`config.mk`:
```
export PLATFORM = sky130hd
export DESIGN_NAME = tfrt_mod_unit
export DESIGN_NICKNAME = d
export VERILOG_FILES = /design/src/rtl/tfrt_mod_unit.sv
export SDC_FILE = /design/constraint.sdc
export NUM_CORES = 1
export LEC_CHECK = 0
export ABC_AREA = 1
export BUFFER_PORTS_ARGS = -buffer_cell sky130_fd_sc_hd__buf_2
export CAP_MARGIN = 20
export CORE_UTILIZATION = 35
export DETAILED_ROUTE_END_ITERATION = 8
export PLACE_DENSITY = 0.66
export SETUP_SLACK_MARGIN = 0.02
export SYNTH_ARGS = -nofsm -noshare
export SYNTH_HDL_FRONTEND = slang
export SYNTH_SLANG_ARGS = --single-unit
```
`constraint.sdc`:
```
create_clock -name aclk -period 2 [get_ports aclk]
set_input_delay 0.2 -clock aclk [delete_from_list [all_inputs] [get_ports aclk]]
set_output_delay 0.2 -clock aclk [all_outputs]
set_load 0.01 [all_outputs]
```
`src/rtl/tfrt_mod_unit.sv`:
```
// Iterative remainder unit: 32-bit dividend mod a narrow divisor, one bit
// per cycle (restoring). Depends on nothing but its parameter.
`timescale 1ns / 1ps
`default_nettype none

module tfrt_mod_unit #(
    parameter int NW = 7
) (
    input  wire logic          aclk,
    input  wire logic          aresetn,
    input  wire logic          start,
    input  wire logic [31:0]   dividend,
    input  wire logic [NW-1:0] divisor,
    output logic               done,
    output logic [NW-1:0]      remainder
);

    logic          busy_reg, busy_next;
    logic          done_reg, done_next;
    logic [4:0]    cnt_reg, cnt_next;
    logic [31:0]   dvd_reg, dvd_next;
    logic [NW-1:0] rem_reg, rem_next;
    logic [NW:0]   shifted;

    always_comb begin
        busy_next = busy_reg;
        done_next = 1'b0;
        cnt_next  = cnt_reg;
        dvd_next  = dvd_reg;
        rem_next  = rem_reg;
        shifted   = {rem_reg, dvd_reg[31]};
        if (start) begin
            busy_next = 1'b1;
            cnt_next  = 5'd0;
            dvd_next  = dividend;
            rem_next  = '0;
        end else if (busy_reg) begin
            if (shifted >= {1'b0, divisor}) begin
                rem_next = NW'(shifted - {1'b0, divisor});
            end else begin
                rem_next = NW'(shifted);
            end
            dvd_next = {dvd_reg[30:0], 1'b0};
            cnt_next = cnt_reg + 5'd1;
            if (cnt_reg == 5'd31) begin
                busy_next = 1'b0;
                done_next = 1'b1;
            end
        end
    end

    always_ff @(posedge aclk) begin
        if (!aresetn) begin
            busy_reg <= 1'b0;
            done_reg <= 1'b0;
            cnt_reg  <= 5'd0;
        end else begin
            busy_reg <= busy_next;
            done_reg <= done_next;
            cnt_reg  <= cnt_next;
        end
    end

    always_ff @(posedge aclk) begin
        dvd_reg <= dvd_next;
        rem_reg <= rem_next;
    end

    assign done      = done_reg;
    assign remainder = rem_reg;

endmodule

`default_nettype wire

```
==> metrics.txt <==
status=finished, violations left; failing checks=design-rule violations; Gate power share=around 15%; fin nets=between 300 and 400; Die Span Y=83.9 um; share of the synthesized area in the top cell type=around 41%; unrepaired setup endpoints after global routing=no; Leakage=about 0.0014 uW; CP bufs+invs=2; largest net degree at the start of global routing=35; Worst Clk Skew=0.0140 ns; Die W=83.9 um; Detail Placement HPWL=3100 um; Slew Viols, Final=0; vias in the first global route=about 1700; Initial Utilization=approximately 37%; FMAX=556 MHz; RR Startpoint=dvd_reg[31]$_DFFE_PP_; kind of critical path=reg2reg; WHS Path Cells=3; Synth area leader=edfxtp_1; Final Setup Violations=0; number of distinct library cells after synthesis=27; Top delay family on crit path=simple AND/OR/NAND/NOR gates; IO buf count=slightly below 50; Post-Syn Area per Cell=8.30 um2; Worst Setup Start Kind=register; CP peak stage delay=0.37 ns; worst-path maximum fanout=6; Synth area leaders=edfxtp_1, nand2_1, dfxtp_1, inv_1, ha_1; actual slew at the worst max-slew pin=around 0.49 ns; Syn Nets=around 340; power share of the clock group=roughly a third; DRT antenna net count=0; cell mode on critical path=nand2_1; FF/Latch Area=about 1200 um2; Synth Flop Type=edfxtp_1; clk_lat worst skew=0.30 ns; GRT Resource Usage Total=between 10% and 20%; GR Overflow Total=0; footprint of the multi-input gates=956 um2; hold wc startpoint=dividend[0]; Final Hold Viols=0; Longest Clk Path Bufs=2; number of synthesized register bits=46; slowest cell on the critical path=edfxtp_1; Area growth syn-to-layout=19.1%; Worst R2R End=remainder[2]$_SDFFE_PP0P_; hold_buf cts=0; Num CTS Buffers=5; max-cap violation count=0; Worst-path clk slew=0.09 ns; switching part of the total=25.0%; crit-path cells=inv_1 -> ha_1 -> inv_1 -> fa_2 -> nand2_1 -> nand2_1 -> nand2_2 -> nand2_2 -> nand2_4 -> nand2_4 -> nand2_1 -> nand3_1 -> o21ai_1; die area=7050 um2; ratio of cells with drive above 1 in the final layout=20.2%; Final min period=1.80 ns; Root Buffer=clkbuf_8; I/O Pins=50; first-pass GRT wire length=7590 um; Seq/Total Area, Yosys=between 50% and 60%; filler cell count=654; Core Rows=29; asr flop ratio synth=0%; initial antenna violation count=0; DRT iter0 DRCs=76; Placer Congestion=0.788; Hold Path Sink=dvd_reg[0]$_SDFFCE_PN0P_; slew margin rel.=around two thirds; max reg flops=32; number of synthesized flops with an enable pin=32; most common library cells after synthesis=nand2_1, inv_1, edfxtp_1, nand3_1, dfxtp_1; WP data required=about 2.2 ns; Synth Cell Area=around 2300 um2; most common cell in the netlist=nand2_1; Flop pwr share=53.1%; worst path arrival time=~2 ns; routed wire length per instance=10.6 um; Ant. Diodes=0; clk sink count=46; DRC=4; Pint=1620 uW; placed cell count=405; Worst Hold Class=in2reg; peak supply drop=between 300 and 400 uV; Cells after Synth=roughly 280; sum of negative setup slack=0 ns; sw power=roughly 540 uW; WL final=4400 um; core area=6420 um2; R2R cell count=13; Initial DRT Pass Iterations=9; Crit. End Element=register; Final Cycle Share=~90%; CTS tree=yes; FF-to-FF setup slack=just over 0.2 ns; DR vias=roughly 1900; Ys Warns=0; DR vias/cell=4.55; P per Cell Area=770 nW/um2; H-Tree Depth=2; Non-Filler Instances=414
-- final cells by class --
cell class,count,share of cell area [%]
clock buffers,6,2.59
flip-flops and latches,46,44.3
inverters,34,4.56
repair buffers,52,9.57
well taps,77,3.44
clock inverters,2,1.34
multi-input cells,197,34.2
-- per-layer routing --
| layer | global-route usage [%] | wire length (um) |
|---|---|---|
| met1 | 18.5 | 2240 |
| met2 | 20.7 | 1940 |
| met5 | 0 | 0 |
| met3 | 3.17 | 165 |
| met4 | 3.76 | 48 |
-- cells by family after synthesis --
logic type | after synthesis | share of synthesized area [%]
simple gates | 171 | 30.5
flops | 46 | 52.8
buf+inv | 41 | 6.87
compound gates | 13 | 3.41
fa+ha+maj | 10 | 5.64
xor+xnor | 2 | 0.746
-- worst max path at each step --
stage | slack, ns | to | from | cells after the start
after floorplan | 0.31 | remainder[0]$_SDFFE_PP0P_ | dvd_reg[31]$_DFFE_PP_ | 12
after global placement | 0.22 | remainder[6]$_SDFFE_PP0P_ | dvd_reg[31]$_DFFE_PP_ | 14
after detailed placement | 0.16 | remainder[0]$_SDFFE_PP0P_ | dvd_reg[31]$_DFFE_PP_ | 13
after CTS | 0.13 | remainder[2]$_SDFFE_PP0P_ | dvd_reg[31]$_DFFE_PP_ | 13
after global routing | 0.006 | remainder[5]$_SDFFE_PP0P_ | dvd_reg[31]$_DFFE_PP_ | 14
final | 0.20 | remainder[2]$_SDFFE_PP0P_ | dvd_reg[31]$_DFFE_PP_ | 13
-- through the flow --
step | area, um2 | utilization (%) | power [uW] | hold slack [ns] | setup WS (ns)
after detailed placement | 2680 | 41.7 | 1490 | 0.464 | 0.158
after global routing | 2800 | 43.6 | 2270 | 0.157 | 0.00639
final | 2800 | 43.6 | 2160 | 0.151 | 0.202
after global placement | 2680 | 41.7 | 1480 | 0.454 | 0.221
after floorplan | 2350 | - | 1390 | 0.342 | 0.305
after CTS | 2790 | 43.4 | 2180 | 0.144 | 0.133
-- timing repair --
item / CTS / global route
setup endpoints to repair: 0 / 6
setup buffers: 0 / 0
resized for setup: 0 / 1
-- power groups by stage --
| stage | registers [uW] | clock network, uW | logic [uW] |
|---|---|---|---|
| 2_1_floorplan | 1160 | 0 | 223 |
| 3_3_place_gp | 1160 | 0 | 321 |
| 3_5_place_dp | 1170 | 0 | 324 |
| 4_1_cts | 1150 | 704 | 325 |
| 5_1_grt | 1160 | 734 | 378 |
| 6_report | 1150 | 685 | 325 |
-- tightest hold or removal path: stages --
cell,delay (ns)
buf_2,0.07
nand2_1,0.04
inv_1,0.04
-- layout by cell type, fill, tap and decap left out, drive strengths merged, types with 2 or more instances in the layout --
master and n:
nand3b 2, edfxtp 32, nor3 6, buf 52
or2 2, nand4 2, nand3 16, nor2 5
nand2 138, inv 34, clkbuf 6, o21ai 5
dfxtp 14, ha 9, a21oi 6
Note: power is estimated with default switching activity, not from simulation.
